`src/ccpp_pkg.sv`:
```
// Package with the types, codes and tag table shared by the constant pool parser.
package ccpp_pkg;

    // Parse phase of the pool stream.
    typedef enum logic [1:0] {
        PH_IDLE = 2'd0,
        PH_TAG  = 2'd1,
        PH_BODY = 2'd2,
        PH_TEXT = 2'd3
    } phase_t;

    // Input operation codes.
    typedef enum logic {
        OP_START = 1'b0,
        OP_BYTE  = 1'b1
    } op_t;

    // Result kinds.
    typedef enum logic [1:0] {
        KIND_ENTRY = 2'd0,
        KIND_TEXT  = 2'd1,
        KIND_CONT  = 2'd2,
        KIND_ERROR = 2'd3
    } kind_t;

    // Constant pool tag codes.
    localparam logic [7:0] TAG_UTF8          = 8'd1;
    localparam logic [7:0] TAG_INTEGER       = 8'd3;
    localparam logic [7:0] TAG_FLOAT         = 8'd4;
    localparam logic [7:0] TAG_LONG          = 8'd5;
    localparam logic [7:0] TAG_DOUBLE        = 8'd6;
    localparam logic [7:0] TAG_CLASS         = 8'd7;
    localparam logic [7:0] TAG_STRING        = 8'd8;
    localparam logic [7:0] TAG_FIELDREF      = 8'd9;
    localparam logic [7:0] TAG_METHODREF     = 8'd10;
    localparam logic [7:0] TAG_IMETHODREF    = 8'd11;
    localparam logic [7:0] TAG_NAME_AND_TYPE = 8'd12;
    localparam logic [7:0] TAG_METHOD_HANDLE = 8'd15;
    localparam logic [7:0] TAG_METHOD_TYPE   = 8'd16;
    localparam logic [7:0] TAG_INVOKE_DYN    = 8'd18;

    // Depth of the result queue and width of its pointers.
    localparam int RESULT_DEPTH = 4;
    localparam int RESULT_PTR_W = 2;

    // One result transaction.
    typedef struct packed {
        kind_t       kind;
        logic [15:0] slot;
        logic [7:0]  entry_tag;
        logic [31:0] first_word;
        logic [31:0] second_word;
        logic [7:0]  text_byte;
        logic        pool_done;
    } result_t;

    // Body length in bytes of each tag; zero marks an unknown tag.
    function automatic logic [3:0] body_length(input logic [7:0] tag);
        logic [3:0] len;
        unique case (tag)
            TAG_UTF8, TAG_CLASS, TAG_STRING, TAG_METHOD_TYPE: len = 4'd2;
            TAG_INTEGER, TAG_FLOAT, TAG_FIELDREF, TAG_METHODREF, TAG_IMETHODREF,
            TAG_NAME_AND_TYPE, TAG_INVOKE_DYN:                 len = 4'd4;
            TAG_LONG, TAG_DOUBLE:                              len = 4'd8;
            TAG_METHOD_HANDLE:                                 len = 4'd3;
            default:                                           len = 4'd0;
        endcase
        return len;
    endfunction

endpackage

```
`src/ccpp_in_if.sv`:
```
// Input channel of the constant pool parser: start commands and pool bytes.
interface ccpp_in_if;
    logic        valid;
    logic        ready;
    logic        op;
    logic [15:0] slot_count;
    logic [7:0]  data_byte;

    modport source (output valid, output op, output slot_count, output data_byte,
                    input ready);
    modport sink (input valid, input op, input slot_count, input data_byte,
                  output ready);
endinterface

```
`src/ccpp_out_if.sv`:
```
// Result channel of the constant pool parser.
interface ccpp_out_if;
    logic        valid;
    logic        ready;
    logic [1:0]  kind;
    logic [15:0] slot;
    logic [7:0]  entry_tag;
    logic [31:0] first_word;
    logic [31:0] second_word;
    logic [7:0]  text_byte;
    logic        pool_done;

    modport source (output valid, output kind, output slot, output entry_tag,
                    output first_word, output second_word, output text_byte,
                    output pool_done, input ready);
    modport sink (input valid, input kind, input slot, input entry_tag,
                  input first_word, input second_word, input text_byte,
                  input pool_done, output ready);
endinterface

```
`src/class_constant_pool_parser.sv`:
```
// Constant pool stream parser: top level with the parse state and a four-entry result queue.
// The parser takes one transaction per clock cycle while ready: a start command or one pool byte. The
// byte that completes an entry (or a string byte, or a bad tag) writes its results into a
// four-entry result queue in the same edge, and results leave that queue in the order written.
// A Long or Double entry writes two results at once, which is why the input
// is held off whenever fewer than two queue places are free; with the result side always
// ready the queue never holds more than two results and the input runs at one byte per
// cycle.
// Slot numbers wrap within SLOT_BITS bits and the low 16 bits are reported.
module class_constant_pool_parser
    import ccpp_pkg::*;
#(
    parameter int SLOT_BITS = 16
) (
    input  logic       clk,
    input  logic       rst_n,
    ccpp_in_if.sink    items,
    ccpp_out_if.source results
);

    localparam int ExtW = (SLOT_BITS > 16) ? SLOT_BITS : 16;

    // Parse state.
    phase_t                 phase_reg, phase_next;
    logic [SLOT_BITS-1:0]   slots_left_reg, slots_left_next;
    logic [SLOT_BITS-1:0]   slot_number_reg, slot_number_next;
    logic [7:0]             current_tag_reg, current_tag_next;
    logic [3:0]             body_left_reg, body_left_next;
    logic [63:0]            field_shift_reg, field_shift_next;
    logic [15:0]            text_left_reg, text_left_next;

    // Result queue.
    result_t                queue_reg [RESULT_DEPTH];
    logic [RESULT_PTR_W-1:0] wr_ptr_reg, wr_ptr_next;
    logic [RESULT_PTR_W-1:0] rd_ptr_reg, rd_ptr_next;
    logic [RESULT_PTR_W:0]   count_reg, count_next;

    logic                   accept;
    logic                   pop;
    logic [1:0]             push_count;
    result_t                res0, res1;

    logic [ExtW-1:0]        count_ext;
    logic [SLOT_BITS-1:0]   start_count;
    logic [SLOT_BITS-1:0]   slot_inc;
    logic [ExtW-1:0]        slot_cur_ext, slot_inc_ext;
    logic [15:0]            slot_cur16, slot_inc16;
    logic [SLOT_BITS-1:0]   left_after1, left_after2;
    logic [3:0]             tag_len;
    logic [3:0]             body_dec;
    logic [63:0]            shift_in;
    logic [15:0]            text_dec;

    assign accept = items.valid && items.ready;
    assign pop    = results.valid && results.ready;

    assign items.ready = (count_reg <= (RESULT_PTR_W + 1)'(RESULT_DEPTH - 2));

    assign count_ext    = ExtW'(items.slot_count);
    assign start_count  = count_ext[SLOT_BITS-1:0];
    assign slot_inc     = slot_number_reg + SLOT_BITS'(1);
    assign slot_cur_ext = ExtW'(slot_number_reg);
    assign slot_inc_ext = ExtW'(slot_inc);
    assign slot_cur16   = slot_cur_ext[15:0];
    assign slot_inc16   = slot_inc_ext[15:0];

    // Remaining slots once an entry of one or two slots has retired; stops at zero.
    assign left_after1 = (slots_left_reg > SLOT_BITS'(1)) ?
                         slots_left_reg - SLOT_BITS'(1) : '0;
    assign left_after2 = (slots_left_reg > SLOT_BITS'(2)) ?
                         slots_left_reg - SLOT_BITS'(2) : '0;

    assign tag_len  = body_length(items.data_byte);
    assign body_dec = body_left_reg - 4'd1;
    assign shift_in = {field_shift_reg[55:0], items.data_byte};
    assign text_dec = text_left_reg - 16'd1;

    always_comb
    begin
        phase_next       = phase_reg;
        slots_left_next  = slots_left_reg;
        slot_number_next = slot_number_reg;
        current_tag_next = current_tag_reg;
        body_left_next   = body_left_reg;
        field_shift_next = field_shift_reg;
        text_left_next   = text_left_reg;
        push_count       = 2'd0;
        res0             = '0;
        res1             = '0;

        if (accept)
        begin
            if (items.op == OP_START)
            begin
                phase_next       = (start_count == '0) ? PH_IDLE : PH_TAG;
                slots_left_next  = start_count;
                slot_number_next = '0;
                current_tag_next = '0;
                body_left_next   = '0;
                field_shift_next = '0;
                text_left_next   = '0;
            end
            else
            begin
                unique case (phase_reg)
                    PH_TAG:
                    begin
                        slot_number_next = slot_inc;
                        current_tag_next = items.data_byte;
                        field_shift_next = '0;
                        if (tag_len == 4'd0)
                        begin
                            res0.kind       = KIND_ERROR;
                            res0.slot       = slot_inc16;
                            res0.entry_tag  = items.data_byte;
                            res0.pool_done  = 1'b1;
                            push_count      = 2'd1;
                            phase_next      = PH_IDLE;
                            slots_left_next = '0;
                        end
                        else
                        begin
                            body_left_next = tag_len;
                            phase_next     = PH_BODY;
                        end
                    end
                    PH_BODY:
                    begin
                        field_shift_next = shift_in;
                        body_left_next   = body_dec;
                        if (body_dec == 4'd0)
                        begin
                            res0.kind      = KIND_ENTRY;
                            res0.slot      = slot_cur16;
                            res0.entry_tag = current_tag_reg;
                            push_count     = 2'd1;
                            if (current_tag_reg == TAG_UTF8)
                            begin
                                res0.first_word = 32'(shift_in[15:0]);
                                if (shift_in[15:0] == 16'd0)
                                begin
                                    slots_left_next = left_after1;
                                    res0.pool_done  = (left_after1 == '0);
                                    phase_next      = (left_after1 == '0) ? PH_IDLE : PH_TAG;
                                end
                                else
                                begin
                                    text_left_next = shift_in[15:0];
                                    phase_next     = PH_TEXT;
                                end
                            end
                            else if (current_tag_reg == TAG_LONG ||
                                     current_tag_reg == TAG_DOUBLE)
                            begin
                                // A wide entry also takes the following, unusable slot.
                                res0.first_word  = shift_in[63:32];
                                res0.second_word = shift_in[31:0];
                                res1.kind        = KIND_CONT;
                                res1.slot        = slot_inc16;
                                res1.entry_tag   = current_tag_reg;
                                res1.pool_done   = (left_after2 == '0);
                                push_count       = 2'd2;
                                slot_number_next = slot_inc;
                                slots_left_next  = left_after2;
                                phase_next       = (left_after2 == '0) ? PH_IDLE : PH_TAG;
                            end
                            else
                            begin
                                if (current_tag_reg == TAG_INTEGER ||
                                    current_tag_reg == TAG_FLOAT)
                                begin
                                    res0.first_word = shift_in[31:0];
                                end
                                else if (current_tag_reg == TAG_METHOD_HANDLE)
                                begin
                                    res0.first_word  = 32'(shift_in[23:16]);
                                    res0.second_word = 32'(shift_in[15:0]);
                                end
                                else if (current_tag_reg == TAG_FIELDREF ||
                                         current_tag_reg == TAG_METHODREF ||
                                         current_tag_reg == TAG_IMETHODREF ||
                                         current_tag_reg == TAG_NAME_AND_TYPE ||
                                         current_tag_reg == TAG_INVOKE_DYN)
                                begin
                                    res0.first_word  = 32'(shift_in[31:16]);
                                    res0.second_word = 32'(shift_in[15:0]);
                                end
                                else
                                begin
                                    res0.first_word = 32'(shift_in[15:0]);
                                end
                                slots_left_next = left_after1;
                                res0.pool_done  = (left_after1 == '0);
                                phase_next      = (left_after1 == '0) ? PH_IDLE : PH_TAG;
                            end
                        end
                    end
                    PH_TEXT:
                    begin
                        text_left_next = text_dec;
                        res0.kind      = KIND_TEXT;
                        res0.slot      = slot_cur16;
                        res0.entry_tag = current_tag_reg;
                        res0.text_byte = items.data_byte;
                        push_count     = 2'd1;
                        if (text_dec == 16'd0)
                        begin
                            slots_left_next = left_after1;
                            res0.pool_done  = (left_after1 == '0);
                            phase_next      = (left_after1 == '0) ? PH_IDLE : PH_TAG;
                        end
                    end
                    PH_IDLE:
                    begin
                        // Bytes outside a pool are dropped.
                    end
                endcase
            end
        end
    end

    always_comb
    begin
        wr_ptr_next = wr_ptr_reg + RESULT_PTR_W'(push_count);
        rd_ptr_next = rd_ptr_reg + RESULT_PTR_W'(pop);
        count_next  = count_reg + (RESULT_PTR_W + 1)'(push_count)
                      - (RESULT_PTR_W + 1)'(pop);
    end

    always_ff @(posedge clk or negedge rst_n)
    begin
        if (!rst_n)
        begin
            phase_reg       <= PH_IDLE;
            slots_left_reg  <= '0;
            slot_number_reg <= '0;
            current_tag_reg <= '0;
            body_left_reg   <= '0;
            field_shift_reg <= '0;
            text_left_reg   <= '0;
            wr_ptr_reg      <= '0;
            rd_ptr_reg      <= '0;
            count_reg       <= '0;
        end
        else
        begin
            phase_reg       <= phase_next;
            slots_left_reg  <= slots_left_next;
            slot_number_reg <= slot_number_next;
            current_tag_reg <= current_tag_next;
            body_left_reg   <= body_left_next;
            field_shift_reg <= field_shift_next;
            text_left_reg   <= text_left_next;
            wr_ptr_reg      <= wr_ptr_next;
            rd_ptr_reg      <= rd_ptr_next;
            count_reg       <= count_next;
        end
    end

    // Queue storage holds payload only and needs no reset.
    always_ff @(posedge clk)
    begin
        if (push_count != 2'd0)
        begin
            queue_reg[wr_ptr_reg] <= res0;
        end
        if (push_count == 2'd2)
        begin
            queue_reg[wr_ptr_reg + RESULT_PTR_W'(1)] <= res1;
        end
    end

    assign results.valid       = (count_reg != '0);
    assign results.kind        = queue_reg[rd_ptr_reg].kind;
    assign results.slot        = queue_reg[rd_ptr_reg].slot;
    assign results.entry_tag   = queue_reg[rd_ptr_reg].entry_tag;
    assign results.first_word  = queue_reg[rd_ptr_reg].first_word;
    assign results.second_word = queue_reg[rd_ptr_reg].second_word;
    assign results.text_byte   = queue_reg[rd_ptr_reg].text_byte;
    assign results.pool_done   = queue_reg[rd_ptr_reg].pool_done;

endmodule

```
`src/flat_wrapper.sv`:
```
// flat-port wrapper written by rule: the top's interface ports become plain ports
module class_constant_pool_parser_flat import ccpp_pkg::*;
#(
    parameter int SLOT_BITS = 16
)
  (clk, rst_n, items_valid, items_op, items_slot_count, items_data_byte, items_ready, results_valid, results_kind, results_slot, results_entry_tag, results_first_word, results_second_word, results_text_byte, results_pool_done, results_ready);
  ccpp_in_if items_i ();
  ccpp_out_if results_i ();
  input  logic clk;
  input  logic rst_n;
  input wire logic [$bits(items_i.valid)-1:0] items_valid;
  input wire logic [$bits(items_i.op)-1:0] items_op;
  input wire logic [$bits(items_i.slot_count)-1:0] items_slot_count;
  input wire logic [$bits(items_i.data_byte)-1:0] items_data_byte;
  output wire logic [$bits(items_i.ready)-1:0] items_ready;
  output wire logic [$bits(results_i.valid)-1:0] results_valid;
  output wire logic [$bits(results_i.kind)-1:0] results_kind;
  output wire logic [$bits(results_i.slot)-1:0] results_slot;
  output wire logic [$bits(results_i.entry_tag)-1:0] results_entry_tag;
  output wire logic [$bits(results_i.first_word)-1:0] results_first_word;
  output wire logic [$bits(results_i.second_word)-1:0] results_second_word;
  output wire logic [$bits(results_i.text_byte)-1:0] results_text_byte;
  output wire logic [$bits(results_i.pool_done)-1:0] results_pool_done;
  input wire logic [$bits(results_i.ready)-1:0] results_ready;
  assign items_i.valid = items_valid;
  assign items_i.op = items_op;
  assign items_i.slot_count = items_slot_count;
  assign items_i.data_byte = items_data_byte;
  assign items_ready = items_i.ready;
  assign results_valid = results_i.valid;
  assign results_kind = results_i.kind;
  assign results_slot = results_i.slot;
  assign results_entry_tag = results_i.entry_tag;
  assign results_first_word = results_i.first_word;
  assign results_second_word = results_i.second_word;
  assign results_text_byte = results_i.text_byte;
  assign results_pool_done = results_i.pool_done;
  assign results_i.ready = results_ready;
  class_constant_pool_parser #(.SLOT_BITS(SLOT_BITS)) u_core (.clk(clk), .rst_n(rst_n), .items(items_i), .results(results_i));
endmodule
```
`config.mk`:
```
export PLATFORM = sky130hd
export DESIGN_NAME = class_constant_pool_parser_flat
export DESIGN_NICKNAME = d
export VERILOG_FILES = /design/src/ccpp_pkg.sv /design/src/ccpp_in_if.sv /design/src/ccpp_out_if.sv /design/src/class_constant_pool_parser.sv /design/src/flat_wrapper.sv
export SDC_FILE = /design/constraint.sdc
export NUM_CORES = 1
export LEC_CHECK = 0
export BUFFER_PORTS_ARGS = -buffer_cell sky130_fd_sc_hd__buf_4
export CORE_MARGIN = 10
export CORE_UTILIZATION = 55
export CTS_CLUSTER_SIZE = 30
export DETAILED_ROUTE_END_ITERATION = 12
export PLACE_DENSITY = 0.84
export SLEW_MARGIN = 20
export SYNTH_ARGS = -nofsm -noshare
export SYNTH_HDL_FRONTEND = slang
export SYNTH_SLANG_ARGS = --single-unit
```
`constraint.sdc`:
```
create_clock -name clk -period 2.9 [get_ports clk]
set_input_delay 0.58 -clock clk [delete_from_list [all_inputs] [get_ports clk]]
set_output_delay 0.58 -clock clk [all_outputs]
set_load 0.05 [all_outputs]
```
==> results_tabular.tex <==
\begin{tabular}{lr}
\hline
Metric & Value \\
\hline
\multicolumn{2}{l}{\textbf{Status}} \\
\quad Run status & completed \\
\multicolumn{2}{l}{\textbf{Synthesis}} \\
\quad Sequential share of the synthesized area & 50.2\% \\
\quad Proportion of netlist area held by the largest area contributor & 24.3\% \\
\quad Post-synthesis cell type with the largest combined area & sky130\_fd\_sc\_hd\_\_dfxtp\_1 \\
\quad Most used flip-flop cell after synthesis & sky130\_fd\_sc\_hd\_\_dfxtp\_1 \\
\quad Post-Synthesis Mean Instance Area & 9.78 um\^{}2 \\
\quad Cells taking the most area after synthesis & sky130\_fd\_sc\_hd\_\_dfxtp\_1 (24\%), sky130\_fd\_sc\_hd\_\_dfrtp\_1 (13\%), sky130\_fd\_sc\_hd\_\_edfxtp\_1 (13\%) \\
\quad Flip-flop and latch count after synthesis & 521 \\
\quad Post-synthesis instance area & 24100 um\^{}2 \\
\quad Count of flip-flops with a built-in enable after synthesis & 104 \\
\quad Number of unique standard cell types used by synthesis & 77 \\
\quad Asr flop ratio synth & 24.0\% \\
\quad Net count after synthesis & 2511 \\
\quad Synthesized netlist cell count & 2462 \\
\quad Warning count from the yosys run & 0 \\
\multicolumn{2}{l}{\textbf{Place}} \\
\quad Number of placed instances with taps included & 3176 \\
\quad Post-DP Area & 27200 um\^{}2 \\
\quad Placer Congestion & 0.956 \\
\quad Count of port buffers added during placement & 129 \\
\quad DP Wirelength & 51.2 mm \\
\multicolumn{2}{l}{\textbf{Floorplan}} \\
\quad Boundary Pins & 130 \\
\quad Y dimension of the die & 229 um \\
\quad Initial core utilization & 55.8\% \\
\quad Die Area & 52600 um\^{}2 \\
\quad Placement row count & 76 \\
\quad Floorplan die width & 229 um \\
\quad Area of the core region & 43200 um\^{}2 \\
\multicolumn{2}{l}{\textbf{Global route}} \\
\quad Global-route usage over all layers & 28.2\% \\
\quad Pin count of the biggest net entering global routing & 80 \\
\quad Number of antenna violations at the first check in global routing & 0 \\
\quad Vias in the first global route & 21400 \\
\quad Total gr overflow & 0 \\
\quad First-pass GRT wire length & 120 mm \\
\multicolumn{2}{l}{\textbf{Job}} \\
\quad Max-capacitance violation count & 0 \\
\multicolumn{2}{l}{\textbf{Setup path}} \\
\quad Critical-path maximum fanout & 6 \\
\quad Reg-to-reg setup timing slack & 0.03 ns \\
\quad Number of cells on the worst reg-to-reg path & 10 \\
\quad Crit start category & flip-flop \\
\quad Startpoint of the worst-slack reg-to-reg timing path & u\_core.text\_left\_reg[6] \\
\quad CP Class & flip-flop to flip-flop \\
\quad End of the worst register-to-register path & u\_core.slots\_left\_reg[3] \\
\quad Endpoint class of the critical path & flip-flop \\
\quad Data arrival at the endpoint of the critical path & 3.39 ns \\
\quad Required arrival time at the worst endpoint & 3.42 ns \\
\multicolumn{2}{l}{\textbf{Layout}} \\
\quad Filler instances & 3073 \\
\quad Proportion of layout cells with a drive suffix above 1 & 23.1\% \\
\quad Final \#Nets & 2712 \\
\quad Final std cell area, no fill & 29400 um\^{}2 \\
\quad Diode count & 0 \\
\quad Area added between synthesis and finish & 21.9\% \\
\quad Final Non-Filler Cells & 3290 \\
\quad Largest register FFs & 396 \\
\multicolumn{2}{l}{\textbf{Clocking}} \\
\quad Clock transition at path regs & 0.06 ns \\
\quad Longest Clk Path Bufs & 3 \\
\quad CTS H-tree depth & 2 \\
\quad Library cell used as clock root buffer & sky130\_fd\_sc\_hd\_\_clkbuf\_16 \\
\quad Clock network latency to the later pin of the worst-skew pair & 0.62 ns \\
\quad Total number of clock tree sinks & 521 \\
\quad CTS buffer count & 52 \\
\quad CTS tree & built \\
\multicolumn{2}{l}{\textbf{Detailed routing}} \\
\quad DRC violations left & 0 \\
\quad Remaining antenna violation count & 0 \\
\quad Mean routed wirelength per cell & 23.6 um \\
\quad Total wire length after detailed routing & 77.6 mm \\
\quad Initial detailed-routing violation count & 3114 \\
\quad Detailed-routing iteration count for the pre-antenna-repair pass & 7 \\
\quad Via density & 6.70 \\
\quad Detailed-route via count & 22000 \\
\multicolumn{2}{l}{\textbf{Timing}} \\
\quad Headroom to the max-slew limit & 52.0\% \\
\quad Maximum clock skew at final layout & 0.0191 ns \\
\quad Max-slew violation count & 0 \\
\quad Final period demand of the worst path & 2.87 ns \\
\quad Worst-margin pin slew & 0.719 ns \\
\quad Number of failing setup endpoints in the final timing report & 0 \\
\quad Post-route fraction of the period consumed by the critical path & 98.9\% \\
\quad Sum Neg Setup Slack & 0 ns \\
\quad Max Fclk & 0.349 GHz \\
\quad Unrepaired setup endpoints after global routing & true \\
\quad Final Hold Violating Endpoints & 0 \\
\multicolumn{2}{l}{\textbf{Power and ir drop}} \\
\quad Cell area power density & 797 nW/um\^{}2 \\
\quad Worst voltage drop across the vdd grid & 0.000566 V \\
\quad Static leakage power & 11.3 nW \\
\multicolumn{2}{l}{\textbf{Hold path}} \\
\quad Source of the worst hold timing path & items\_slot\_count[2] \\
\quad Number of cells traversed by the worst hold path & 3 \\
\quad Endpoint, Worst Hold & u\_core.slots\_left\_reg[2] \\
\quad Hold crit path type & input pin to flip-flop \\
\hline
\end{tabular}
[where the power goes]
group	switching, mW	internal [mW]	total [mW]
registers	0.610	7.84	8.45
clock network	2.95	4.10	7.05
logic	4.66	3.24	7.90
total	8.21	15.2	23.4
[critical path, cell delays in order (launching register included)]
cell	delay, ns
sky130_fd_sc_hd__dfrtp_1	0.40
sky130_fd_sc_hd__or4_4	0.57
sky130_fd_sc_hd__or3_4	0.40
sky130_fd_sc_hd__a21oi_2	0.14
sky130_fd_sc_hd__o22ai_2	0.11
sky130_fd_sc_hd__or3_4	0.42
sky130_fd_sc_hd__o21ai_4	0.19
sky130_fd_sc_hd__bufbuf_16	0.29
sky130_fd_sc_hd__buf_4	0.10
sky130_fd_sc_hd__nor2_1	0.03
sky130_fd_sc_hd__a31oi_1	0.13
[per-stage QoR]
stage | total power, mW | util (%) | setup WS, ns | hold slack [ns]
final | 23.4 | 68.0 | 0.0319 | 0.243
after global routing | 24.3 | 68.0 | -0.107 | 0.241
after CTS | 23.2 | 67.6 | 0.0140 | 0.225
after detailed placement | 16.0 | 63.1 | -0.189 | 0.446
after global placement | 15.9 | 63.1 | -0.157 | 0.440
after floorplan | 13.3 | - | 0.0128 | 0.284
[what timing repair did]
item                                    CTS  global route
hold endpoints to repair                  5             0
endpoints found under the setup margin   61           231
hold buffers                              1             0
cloned                                    1             2
buffers inserted                          9             5
resized for setup                         4            32
pin swaps                                 4             9
[logic make-up after synthesis]
logic type	synth area share (%)
and+or+nand+nor	16.3
AOI/OAI and AO/OA	17.6
DFF	50.2
buffers and inverters	4.02
muxes	9.77
xor gates and xnor gates	0.982
adders and majority gates	1.11
[Yosys cell counts (all sizes together) (17+ instances only)]
| cell | count |
|---|---|
| nor3 | 47 |
| mux4 | 99 |
| a31oi | 37 |
| a22oi | 28 |
| o22ai | 37 |
| inv | 31 |
| a22o | 102 |
| nand3 | 245 |
| a21oi | 74 |
| clkbuf | 182 |
| nand2 | 321 |
| ha | 19 |
| nor2b | 21 |
| buf | 35 |
| nor4 | 17 |
| dfxtp | 292 |
| edfxtp | 104 |
| dfrtp | 125 |
| o21ai | 316 |
| nor2 | 126 |
[worst max-delay path by stage]
stage	cells after the start	startpoint	slack [ns]	to
6_report	10	u_core.text_left_reg[6]	0.03	u_core.slots_left_reg[3]
5_1_grt	12	u_core.text_left_reg[0]	-0.11	u_core.slots_left_reg[3]
4_1_cts	12	u_core.text_left_reg[0]	0.01	u_core.slots_left_reg[3]
3_5_place_dp	10	u_core.body_left_reg[0]	-0.19	u_core.queue_reg[0][52]
3_3_place_gp	10	u_core.body_left_reg[0]	-0.16	u_core.queue_reg[1][52]
2_1_floorplan	11	items_data_byte[1]	0.01	u_core.queue_reg[0][0]
[layout make-up]
cell class,instances,area [um^2],area share [%]
Clock buffer,74,1520,5.16
Clock inverter,22,278,0.946
Multi-Input combinational cell,1691,11400,38.7
Tap cell,585,732,2.49
Sequential cell,521,12100,41.2
Timing Repair Buffer,364,3240,11.0
Inverter,33,144,0.490
[routing by layer]
metal  global-route usage, %  part of all wire (%)
met1                    36.8                    38
met2                    45.4                    47
met3                    5.93                    11
met4                    11.0                   3.9
met5                       0                     0
[placed cells by master, fill, tap and decap left out, drive strengths merged, types with 7 or more instances in the layout]
master / Yosys / final
xnor2: 14 / 14
mux4: 99 / 99
a21oi: 74 / 74
clkinv: 2 / 16
o22ai: 37 / 37
inv: 31 / 30
nor3b: 8 / 8
nor3: 47 / 47
a31oi: 37 / 37
nand2: 321 / 321
nor2b: 21 / 21
dfxtp: 292 / 292
dfrtp: 125 / 125
mux2i: 9 / 9
nor2: 126 / 126
and3: 16 / 16
a211oi: 11 / 11
edfxtp: 104 / 104
xor2: 13 / 13
a22o: 102 / 102
buf: 35 / 362
nand3: 245 / 245
o21ai: 316 / 316
or3: 8 / 8
ha: 19 / 19
clkbuf: 182 / 74
a22oi: 28 / 28
a21o: 16 / 16
nand4: 9 / 9
nand2b: 7 / 7
o31ai: 15 / 15
nor4: 17 / 17
No activity file was read; power rests on OpenSTA's default activity.
